### config.mk
export PLATFORM = sky130hd
export DESIGN_NAME = utf8_byte_stream_decoder_flat
export DESIGN_NICKNAME = d
export VERILOG_FILES = /design/src/rtl/utf8d_pkg.sv /design/src/rtl/utf8d_if.sv /design/src/rtl/utf8d_in_reg.sv /design/src/rtl/utf8d_decode.sv /design/src/rtl/utf8d_out_reg.sv /design/src/rtl/utf8_byte_stream_decoder.sv /design/src/flat_wrapper.sv
export SDC_FILE = /design/constraint.sdc
export NUM_CORES = 1
export LEC_CHECK = 0
export CAP_MARGIN = 20
export CORE_UTILIZATION = 45
export DETAILED_ROUTE_END_ITERATION = 16
export DONT_BUFFER_PORTS = 1
export GPL_ROUTABILITY_DRIVEN = 1
export PLACE_DENSITY = 0.69
export SLEW_MARGIN = 0
export SYNTH_ARGS = -nofsm -noshare
export SYNTH_HDL_FRONTEND = slang
export SYNTH_SLANG_ARGS = --single-unit
export TNS_END_PERCENT = 50
### constraint.sdc
create_clock -name clock -period 3.7 [get_ports clock]
set_clock_uncertainty 0.2 [all_clocks]
set_input_delay 0.185 -clock clock [delete_from_list [all_inputs] [get_ports clock]]
set_output_delay 0.185 -clock clock [all_outputs]
set_load 0.01 [all_outputs]
### src/rtl/utf8d_pkg.sv
// Shared types and constants for the UTF-8 byte stream decoder.
package utf8d_pkg;

   localparam int ByteW = 8;
   localparam int CodeW = 31;
   localparam int LenW  = 3;
   localparam int CntW  = 3;
   localparam int StatW = 2;

   // Result status codes.
   typedef enum logic [StatW-1:0] {
      ST_OK        = 2'd0,
      ST_INVALID   = 2'd1,
      ST_TRUNCATED = 2'd2
   } status_type;

   typedef struct packed {
      logic [ByteW-1:0] in_byte;
      logic             last_byte;
   } req_type;

   typedef struct packed {
      logic [CodeW-1:0] code_point;
      logic [LenW-1:0]  seq_len;
      status_type       status;
   } rsp_type;

endpackage

### src/rtl/utf8d_if.sv
// Valid/ready channel interfaces for the decoder's byte input and result output.
interface utf8d_req_if;
   logic                        valid;
   logic                        ready;
   logic [utf8d_pkg::ByteW-1:0] in_byte;
   logic                        last_byte;

   modport source (output valid, output in_byte, output last_byte, input ready);
   modport sink (input valid, input in_byte, input last_byte, output ready);
endinterface

interface utf8d_rsp_if;
   logic                        valid;
   logic                        ready;
   logic [utf8d_pkg::CodeW-1:0] code_point;
   logic [utf8d_pkg::LenW-1:0]  seq_len;
   logic [utf8d_pkg::StatW-1:0] status;

   modport source (output valid, output code_point, output seq_len, output status,
                   input ready);
   modport sink (input valid, input code_point, input seq_len, input status,
                 output ready);
endinterface

### src/rtl/utf8d_in_reg.sv
// Input register stage that captures one byte beat per cycle while it is empty or its beat advances.
module utf8d_in_reg (
   input  logic               clock,
   input  logic               reset,
   utf8d_req_if.sink          req_chan,
   input  logic               advance,
   output logic               stage_valid,
   output utf8d_pkg::req_type stage_req
);
   import utf8d_pkg::*;

   logic    valid_ff;
   logic    valid_in;
   req_type data_ff;
   logic    take;

   // The stage frees up in the same cycle its content moves on.
   assign req_chan.ready = !valid_ff || advance;
   assign take           = req_chan.valid && req_chan.ready;
   assign valid_in       = take || (valid_ff && !advance);

   always_ff @(posedge clock) begin
      if (reset) begin
         valid_ff <= 1'b0;
      end else begin
         valid_ff <= valid_in;
      end
      if (take) begin
         data_ff.in_byte   <= req_chan.in_byte;
         data_ff.last_byte <= req_chan.last_byte;
      end
   end

   assign stage_valid = valid_ff;
   assign stage_req   = data_ff;

endmodule

### src/rtl/utf8d_decode.sv
// Decode step: sequence state registers and the per-byte update and result logic.
module utf8d_decode (
   input  logic               clock,
   input  logic               reset,
   input  logic               step_en,
   input  utf8d_pkg::req_type step_req,
   output logic               res_valid,
   output utf8d_pkg::rsp_type res
);
   import utf8d_pkg::*;

   localparam logic [LenW-1:0] LenIdle = 3'd1;

   logic [CntW-1:0]  pending_count_ff, pending_count_in;
   logic [CodeW-1:0] partial_code_ff, partial_code_in;
   logic [LenW-1:0]  current_len_ff, current_len_in;
   logic [ByteW-1:0] b;
   logic [CntW-1:0]  pend_dec;
   logic [CodeW-1:0] cont_bits;

   assign b        = step_req.in_byte;
   assign pend_dec = pending_count_ff - 3'd1;

   // Place the six payload bits of a continuation byte by the count left after it.
   always_comb begin
      case (pend_dec)
         3'd0:    cont_bits = {25'b0, b[5:0]};
         3'd1:    cont_bits = {19'b0, b[5:0], 6'b0};
         3'd2:    cont_bits = {13'b0, b[5:0], 12'b0};
         3'd3:    cont_bits = {7'b0, b[5:0], 18'b0};
         default: cont_bits = {1'b0, b[5:0], 24'b0};
      endcase
   end

   always_comb begin
      pending_count_in = pending_count_ff;
      partial_code_in  = partial_code_ff;
      current_len_in   = current_len_ff;
      res_valid        = 1'b0;
      res              = '0;
      case (b) inside
         [8'h00:8'h7F]: begin
            pending_count_in = '0;
            partial_code_in  = '0;
            current_len_in   = LenIdle;
            res_valid        = 1'b1;
            res.code_point   = {23'b0, b};
            res.seq_len      = 3'd1;
            res.status       = ST_OK;
         end
         [8'h80:8'hBF]: begin
            if (pending_count_ff == '0) begin
               res_valid  = 1'b1;
               res.status = ST_INVALID;
               current_len_in = LenIdle;
               partial_code_in = '0;
            end else if (pend_dec == '0) begin
               res_valid        = 1'b1;
               res.code_point   = partial_code_ff | cont_bits;
               res.seq_len      = current_len_ff;
               res.status       = ST_OK;
               pending_count_in = '0;
               partial_code_in  = '0;
               current_len_in   = LenIdle;
            end else begin
               pending_count_in = pend_dec;
               partial_code_in  = partial_code_ff | cont_bits;
            end
         end
         [8'hC0:8'hDF]: begin
            pending_count_in = 3'd1;
            current_len_in   = 3'd2;
            partial_code_in  = {20'b0, b[4:0], 6'b0};
         end
         [8'hE0:8'hEF]: begin
            pending_count_in = 3'd2;
            current_len_in   = 3'd3;
            partial_code_in  = {15'b0, b[3:0], 12'b0};
         end
         [8'hF0:8'hF7]: begin
            pending_count_in = 3'd3;
            current_len_in   = 3'd4;
            partial_code_in  = {10'b0, b[2:0], 18'b0};
         end
         [8'hF8:8'hFB]: begin
            pending_count_in = 3'd4;
            current_len_in   = 3'd5;
            partial_code_in  = {5'b0, b[1:0], 24'b0};
         end
         [8'hFC:8'hFD]: begin
            pending_count_in = 3'd5;
            current_len_in   = 3'd6;
            partial_code_in  = {b[0], 30'b0};
         end
         default: begin
            pending_count_in = '0;
            partial_code_in  = '0;
            current_len_in   = LenIdle;
            res_valid        = 1'b1;
            res.status       = ST_INVALID;
         end
      endcase

      // The last byte of a buffer closes any open sequence.
      if (step_req.last_byte) begin
         if (!res_valid && pending_count_in != '0) begin
            res_valid  = 1'b1;
            res        = '0;
            res.status = ST_TRUNCATED;
         end
         pending_count_in = '0;
         partial_code_in  = '0;
         current_len_in   = LenIdle;
      end
   end

   always_ff @(posedge clock) begin
      if (reset) begin
         pending_count_ff <= '0;
         partial_code_ff  <= '0;
         current_len_ff   <= LenIdle;
      end else if (step_en) begin
         pending_count_ff <= pending_count_in;
         partial_code_ff  <= partial_code_in;
         current_len_ff   <= current_len_in;
      end
   end

   a_pending_below_len: assert property (@(posedge clock) disable iff (reset)
      pending_count_ff < current_len_ff)
      else $error("pending count not below sequence length");

   a_last_clears: assert property (@(posedge clock) disable iff (reset)
      step_en && step_req.last_byte |=> pending_count_ff == '0 && current_len_ff == LenIdle)
      else $error("state not cleared after last byte");

   a_multi_ok_needs_one_left: assert property (@(posedge clock) disable iff (reset)
      step_en && res_valid && res.status == ST_OK && res.seq_len != 3'd1
      |-> pending_count_ff == 3'd1)
      else $error("multi-byte character emitted with wrong pending count");

   a_error_zero_payload: assert property (@(posedge clock) disable iff (reset)
      res_valid && res.status != ST_OK |-> res.code_point == '0 && res.seq_len == '0)
      else $error("error result carries payload");

endmodule

### src/rtl/utf8d_out_reg.sv
// Result register that holds one result beat until the sink takes it.
module utf8d_out_reg (
   input  logic               clock,
   input  logic               reset,
   input  logic               load,
   input  utf8d_pkg::rsp_type load_rsp,
   utf8d_rsp_if.source        rsp_chan,
   output logic               out_free
);
   import utf8d_pkg::*;

   logic    valid_ff;
   logic    valid_in;
   rsp_type data_ff;

   assign out_free = !valid_ff || rsp_chan.ready;
   assign valid_in = load || (valid_ff && !rsp_chan.ready);

   always_ff @(posedge clock) begin
      if (reset) begin
         valid_ff <= 1'b0;
      end else begin
         valid_ff <= valid_in;
      end
      if (load) begin
         data_ff <= load_rsp;
      end
   end

   assign rsp_chan.valid      = valid_ff;
   assign rsp_chan.code_point = data_ff.code_point;
   assign rsp_chan.seq_len    = data_ff.seq_len;
   assign rsp_chan.status     = data_ff.status;

endmodule

### src/rtl/utf8_byte_stream_decoder.sv
// A byte beat is registered in the input stage, and its result in the output register, before it shows on rsp_chan.
// Throughput: one byte per cycle unless the result sink stalls; the decode state loop is a single register update.
// A byte that completes nothing (lead or inner continuation) yields no result beat unless marked last (truncated).
// A stalled result sink holds the output register and, through it, the input stage.
// Reset is synchronous and active high: both stages empty, no sequence open.
// Top level of the UTF-8 byte stream decoder.
module utf8_byte_stream_decoder (
   input logic         clock,
   input logic         reset,
   utf8d_req_if.sink   req_chan,
   utf8d_rsp_if.source rsp_chan
);
   import utf8d_pkg::*;

   logic    stage_valid;
   req_type stage_req;
   logic    res_valid;
   rsp_type res;
   logic    out_free;
   logic    advance;

   // The byte in the input stage is decoded in the cycle it leaves. It may leave
   // whenever the output register is free, even if it yields no result, so that
   // the state update and any result are always committed together.
   assign advance = stage_valid && out_free;

   utf8d_in_reg u_in_reg (
      .clock       (clock),
      .reset       (reset),
      .req_chan    (req_chan),
      .advance     (advance),
      .stage_valid (stage_valid),
      .stage_req   (stage_req)
   );

   // The decode step keeps the open sequence: bytes still expected, the code point
   // gathered so far and the sequence length. A new lead, ASCII or invalid byte abandons it.
   utf8d_decode u_decode (
      .clock     (clock),
      .reset     (reset),
      .step_en   (advance),
      .step_req  (stage_req),
      .res_valid (res_valid),
      .res       (res)
   );

   // Only steps that produce a result load the output register.
   utf8d_out_reg u_out_reg (
      .clock    (clock),
      .reset    (reset),
      .load     (advance && res_valid),
      .load_rsp (res),
      .rsp_chan (rsp_chan),
      .out_free (out_free)
   );

endmodule

### src/flat_wrapper.sv
// flat-port wrapper written by rule: the top's interface ports become plain ports
module utf8_byte_stream_decoder_flat import utf8d_pkg::*;
  (clock, reset, req_chan_valid, req_chan_in_byte, req_chan_last_byte, req_chan_ready, rsp_chan_valid, rsp_chan_code_point, rsp_chan_seq_len, rsp_chan_status, rsp_chan_ready);
  utf8d_req_if req_chan_i ();
  utf8d_rsp_if rsp_chan_i ();
  input logic clock;
  input logic reset;
  input wire logic [$bits(req_chan_i.valid)-1:0] req_chan_valid;
  input wire logic [$bits(req_chan_i.in_byte)-1:0] req_chan_in_byte;
  input wire logic [$bits(req_chan_i.last_byte)-1:0] req_chan_last_byte;
  output wire logic [$bits(req_chan_i.ready)-1:0] req_chan_ready;
  output wire logic [$bits(rsp_chan_i.valid)-1:0] rsp_chan_valid;
  output wire logic [$bits(rsp_chan_i.code_point)-1:0] rsp_chan_code_point;
  output wire logic [$bits(rsp_chan_i.seq_len)-1:0] rsp_chan_seq_len;
  output wire logic [$bits(rsp_chan_i.status)-1:0] rsp_chan_status;
  input wire logic [$bits(rsp_chan_i.ready)-1:0] rsp_chan_ready;
  assign req_chan_i.valid = req_chan_valid;
  assign req_chan_i.in_byte = req_chan_in_byte;
  assign req_chan_i.last_byte = req_chan_last_byte;
  assign req_chan_ready = req_chan_i.ready;
  assign rsp_chan_valid = rsp_chan_i.valid;
  assign rsp_chan_code_point = rsp_chan_i.code_point;
  assign rsp_chan_seq_len = rsp_chan_i.seq_len;
  assign rsp_chan_status = rsp_chan_i.status;
  assign rsp_chan_i.ready = rsp_chan_ready;
  utf8_byte_stream_decoder u_core (.clock(clock), .reset(reset), .req_chan(req_chan_i), .rsp_chan(rsp_chan_i));
endmodule
* After elaboration in Yosys (flattened, before gate mapping) *
Index checks and enable logic that the tools add are counted.

cells by class
  $add $sub $neg = 1
  $lt $le $gt $ge = 14
  equal/unequal tests = 4
  multiplexer cells = 56
  bitwise operators = 1
  reduce and logical (&&, ||, !) cells = 26

operators with widths
  operator                                                                          number
  31-bit 2-to-1 mux                                                                 10
  30-bit one-hot mux with 4 select lines                                            1
  36-bit 2-to-1 mux                                                                 3
  34-bit 2-to-1 mux                                                                 3
  3-bit 2-to-1 mux                                                                  20
  8-bit >= comparator, second input constant                                        6
  8-bit less-or-equal comparator, second input constant                             6
  31-bit bitwise OR                                                                 1
  1-bit 2-to-1 mux                                                                  16
  1-bit logical AND                                                                 13
  8-bit by 1-bit >= comparator with 1-bit output, second input constant             1
  8-bit by 7-bit less-or-equal comparator with 1-bit output, second input constant  1
  3-bit by 2-bit == test with 1-bit output, second input constant                   2
  3-bit logical NOT                                                                 2
  2-bit 2-to-1 mux                                                                  3
  1-bit logical NOT                                                                 5
  5-bit by 2-bit != test with 1-bit output, second input constant                   1
  1-bit logical OR                                                                  4
  3-bit by 1-bit == test with 1-bit output, second input constant                   1
  3-bit nonzero test                                                                1
  3-bit by 1-bit subtractor with 3-bit output, second input constant                1
  2-bit AND reduction                                                               1

word-level totals
  register bits = 84
  output and inout bits = 38

* Logic depth before layout (Yosys ltp) *
  depth in word-level cells = 15
  mapped depth = 9
  mapped depth without buffers = 7

* By module *
From an unflattened synthesis, not the netlist that was laid out.

unflattened totals
  cell total of the unflattened synthesis = 324
  area, all modules = 3634.7 um2

by module, submodules not included
  module                    times used  cells an instance  area each (um2)  seq. area each (um2)
  utf8d_decode              1           268                2169.6           740.7
  utf8d_out_reg             1           40                 1127.3           1101.1
  utf8d_in_reg              1           14                 325.3            290.3
  utf8_byte_stream_decoder  1           2                  12.5             0.0

* Worst setup path after synthesis *
OpenSTA, ideal clock, no wires.

  kind = reg2reg
  start = reg u_core.u_decode.pending_count_ff[0]
  end = reg u_core.u_out_reg.data_ff (netlist bit u_core.u_out_reg.rsp_chan.code_point[0]), enable pin
  library setup time = 0.442 ns
  arrival = 3.292 ns
  data required time = 3.058 ns
  slack = -0.234 ns
  cell stages (with the launch flop) = 9
  path buffers = 1
  period minus slack after synthesis = 3.934 ns
  path through = dfxtp_1 -> inv_1 -> ha_1 -> buf_2 -> nand2b_4 -> mux2_2 -> a21oi_2 -> nor4_2 -> o22ai_1

on the way
  cells in the longest elaborated chain, start to end = 11

RTL lines
  what                                                               RTL line                        source
  from (decl)                                                        utf8d_decode.sv:14              logic [CntW-1:0] pending_count_ff, pending_count_in;
  from (signal assigned)                                             utf8d_decode.sv:123             pending_count_ff <= pending_count_in;
  3-bit by 1-bit subtractor with 3-bit output                        utf8d_decode.sv:22              assign pend_dec = pending_count_ff - 3'd1;
  3-bit logical NOT                                                  utf8d_decode.sv:57              end else if (pend_dec == '0) begin
  3-bit 2-to-1 mux or 1-bit 2-to-1 mux (tied branches)               utf8d_decode.sv:57
  3-bit 2-to-1 mux or 1-bit 2-to-1 mux (tied branches)               utf8d_decode.sv:52              if (pending_count_ff == '0) begin
  3-bit 2-to-1 mux or 1-bit 2-to-1 mux (tied branches) (2 in a row)  utf8d_decode.sv:41              case (b) inside
  3-bit nonzero test or 1-bit logical NOT (tied branches)            utf8d_decode.sv:106             if (!res_valid && pending_count_in != '0) begin
  1-bit logical AND                                                  utf8d_decode.sv:106
  1-bit 2-to-1 mux                                                   utf8d_decode.sv:106
  1-bit 2-to-1 mux (*)                                               utf8d_decode.sv:105             if (step_req.last_byte) begin
  1-bit logical AND (*)                                              utf8_byte_stream_decoder.sv:51  .load (advance && res_valid),
  via u_core.u_out_reg.load                                          utf8d_out_reg.sv:5              input logic load,
  to (signal assigned)                                               utf8d_out_reg.sv:26             data_ff <= load_rsp;
  to (decl)                                                          utf8d_out_reg.sv:14             rsp_type data_ff;

The timed path passes the listed nets; every way through them passes the cells marked *.
A chain may end at the register's enable or synchronous reset.

* Final worst setup path *
  start = reg u_core.u_in_reg.data_ff (netlist bit u_core.u_in_reg.stage_req[3])
  end = reg u_core.u_out_reg.data_ff (netlist bit u_core.u_out_reg.rsp_chan.code_point[0]), enable pin

on the way
  cells in the longest elaborated chain, start to end = 14

RTL lines
  what                                                                             RTL line                        source
  from (decl)                                                                      utf8d_in_reg.sv:14              req_type data_ff;
  8-bit >= comparator (no line) or 8-bit less-or-equal comparator (tied branches)  -
  1-bit logical AND (no line)                                                      -
  3-bit 2-to-1 mux or 1-bit 2-to-1 mux (tied branches) (7 in a row)                utf8d_decode.sv:41
  3-bit nonzero test or 1-bit logical NOT (tied branches)                          utf8d_decode.sv:106
  1-bit logical AND                                                                utf8d_decode.sv:106
  1-bit 2-to-1 mux                                                                 utf8d_decode.sv:106
  1-bit 2-to-1 mux (*)                                                             utf8d_decode.sv:105
  1-bit logical AND (*)                                                            utf8_byte_stream_decoder.sv:51
  via u_core.u_out_reg.load                                                        utf8d_out_reg.sv:5

Marks and branches as above.

==> results.md <==
* Status: complete, no violations
* Final WS setup at around 0.93 ns
* Grt total ovfl at 0
* Internal reg-to-reg setup slack at about 0.93 ns
* Post-Syn Nets at 338
* H-tree lvl count at 3
* CTS Root Cell: clkbuf_8
* R2R depth at 6
* Clk sinks at 84
* Die area at between 8000 and 9000 um^2
* Clk buf depth at 2
* Setup TNS at 0 ns
* Total Routing Usage GR at 0.192
* DP Worst Slack at between 0.9 and 1 ns
* Post-Synthesis Cell Area at about 3600 um^2
* Layout Area Growth over Synthesis at 10.6%
* Commonest cells in the synthesized netlist: 45 x edfxtp_1, 39 x dfxtp_1, 33 x nor2_1
* CP Data Arrival Time at roughly 2.6 ns
* 1st-pass router iterations at 4
* P_leak at about 1.4 nW
* Most numerous cell in the Yosys netlist: edfxtp_1
* N_diodes at 0
* Hold Path Sink: u_core.u_in_reg.stage_req[7]
* CTS tree: yes
* Synth area leader: edfxtp_1
* Worst r2r src: u_core.u_in_reg.stage_req[3]
* Die X at roughly 91 um
* Yosys warnings at 0
* Die Height at 91.3 um
* Synth Register Bits at 84
* Max Transition Viols Final at 0
* Peak Freq at about 360 MHz
* Least-Margin Pin Slew at about 0.82 ns
* Post-Synthesis Cells at between 300 and 400
* Reg2reg end: u_core.u_out_reg.rsp_chan.code_point[0]
* Final setup vio count at 0
* Worst hold stages at 1
* CP required at 3.51 ns
* Clock slew at reported path FFs at ~0.08 ns
* Ys flop type: edfxtp_1
* Initial drt markers at 146
* EDFF count, synth at 45
* Element type at the critical path end: flip-flop
* DRC at 0
* Final period utilization at 0.750
* Hpwl dp at just under 5000 um
* Vias per cell at ~5.6
* IO Count at 51
* Synth top area cells: edfxtp_1 38%, dfxtp_1 22%, a21oi_1 3.8%
* Row cnt at 32
* Max rail drop VDD at 0.000295 V
* Final ANT Viol Nets at 0
* Register area share after synthesis at 0.594
* Mean Syn Cell Area at between 10 and 15 um^2
* GP Congestion at about 0.87
* Worst min-delay path startpoint: req_chan_valid
* Post-CTS sizing at 0
* Largest net degree at the start of global routing at 37
* Setup Crit Path Kind: reg2reg
* Synth cell types at 52
* RSZ-0062 raised after global routing: no
* Final WL at roughly 7400 um
* Clock period minus worst slack at approximately 2.8 ns
* Fill cells at 700
* Endpoints failing hold at 0
* Worst-path fanout max at 36
* Post-synth top area share at 0.376
* DR vias at approximately 2400
* PortBufs at 0
* Slew margin rel. at 0.452
* Startpoint types: flip-flop
* CORE AREA at 7730 um^2
* Asr flop ratio synth at 0
* First-pass GRT wire length at ~12000 um
* Starting Density at 0.465
* Max Cap Viol at 0
* CTS Buf Count at 9
* Initial antenna violation count at 0
* Share of layout cells above drive strength 1 at 0.140
* PD cells at 474 nW/um^2
* Worst-Skew Late Latency at approximately 0.35 ns
* Wire per inst at between 15 and 20 um
* Post-layout net count at about 340
* Vias in the first global route at roughly 2300
* HP Class: in2reg
layout by cell type (no fill, tap or decap), types with 2 or more instances in the layout:
| cell type | count |
|---|---|
| a22oi_1 | 3 |
| inv_1 | 8 |
| a21o_1 | 2 |
| a32o_1 | 4 |
| nor3_2 | 2 |
| bufinv_16 | 2 |
| dlygate4sd3_1 | 13 |
| nand2b_1 | 3 |
| clkbuf_8 | 9 |
| nor3_1 | 3 |
| buf_4 | 3 |
| nor2_2 | 11 |
| nor3b_1 | 2 |
| a22o_1 | 10 |
| ha_1 | 5 |
| a21oi_1 | 27 |
| nor2b_1 | 2 |
| a31oi_1 | 13 |
| nand3_1 | 4 |
| and2_1 | 15 |
| o22ai_1 | 2 |
| dfxtp_1 | 39 |
| a221oi_1 | 2 |
| o2bb2ai_1 | 8 |
| o21ai_0 | 6 |
| edfxtp_1 | 45 |
| nor2b_2 | 2 |
| nor2_1 | 33 |
| nand2_1 | 22 |
per-stage QoR:
stage	util	hold WS, ns	area [um^2]	instances	total power, mW
floorplan	-	0.0839	3600	320	1.14
global placement	0.468	0.0592	3620	401	1.16
detailed placement	0.468	0.0616	3620	401	1.16
CTS	0.514	0.0872	3970	430	1.90
global route	0.514	0.104	3970	430	1.96
finish	0.514	0.110	3970	430	1.88
worst max-delay path by stage:
stage                                         from  slack, ns                                       end
2_1_floorplan  u_core.u_decode.pending_count_ff[0]       0.63   u_core.u_out_reg.rsp_chan.code_point[0]
3_3_place_gp   u_core.u_decode.pending_count_ff[0]       1.03  u_core.u_out_reg.rsp_chan.code_point[18]
3_5_place_dp   u_core.u_decode.pending_count_ff[0]       0.94  u_core.u_out_reg.rsp_chan.code_point[20]
4_1_cts        u_core.u_decode.pending_count_ff[0]       0.94  u_core.u_out_reg.rsp_chan.code_point[29]
5_1_grt        u_core.u_decode.pending_count_ff[0]       0.72       u_core.u_out_reg.rsp_chan.status[0]
6_report              u_core.u_in_reg.stage_req[3]       0.93   u_core.u_out_reg.rsp_chan.code_point[0]
cell families after synthesis:
kind of cell / share of synthesized area
and+or+nand+nor: 0.154
AOI/OAI and AO/OA: 0.180
DFF: 0.594
buffers and inverters: 0.0467
adders and majority gates: 0.0174
xor gates and xnor gates: 0.00453
muxes: 0.00314
what timing repair did:
action / CTS / global route
endpoints found under the hold margin: 30 / 0
hold buffers: 13 / 0
setup endpoints to repair: 0 / 0
setup buffers: 0 / 0
power breakdown:
| part | total (mW) | leakage (nW) | internal (mW) | switching [mW] |
|---|---|---|---|---|
| logic | 0.102 | 0.495 | 0.0361 | 0.0656 |
| registers | 1.05 | 0.758 | 1.01 | 0.0384 |
| clock network | 0.728 | 0.109 | 0.389 | 0.340 |
area by class of cell:
type	count	area, um^2	area share
well taps	102	128	0.0321
multi-input cells	204	1310	0.329
clock buffers	10	128	0.0321
flip-flops and latches	84	2130	0.537
inverters	8	30.0	0.00756
clock inverters	6	96.3	0.0243
repair buffers	16	153	0.0384
worst max-delay path, stage by stage, from the launching register on:
cell and delay, ns:
edfxtp_1 0.69, inv_1 0.13, nor4_1 0.55, a21o_1 0.20, nor4_2 0.09, o22ai_4 0.12
buf_4 0.41
registers in the layout, summed over array words and instances (netlist names):
signal and flops:
u_core.u_out_reg.rsp_chan.seq_len 3, u_core.u_in_reg.stage_req 9, u_core.u_out_reg.rsp_chan.status 2, u_core.u_in_reg.stage_valid 1, u_core.u_decode.pending_count_ff 3, u_core.u_out_reg.rsp_chan.valid 1
u_core.u_out_reg.rsp_chan.code_point 31, u_core.u_decode.partial_code_ff 31, u_core.u_decode.current_len_ff 3
metal layers:
metal,track usage,routed length (um),vias up
met3,0.0595,357,12
met5,0,0,-
met1,0.253,3530,1129
li1,-,-,1169
met4,0.0741,149,0
met2,0.295,3390,82
(Power assumes the default switching activity.)
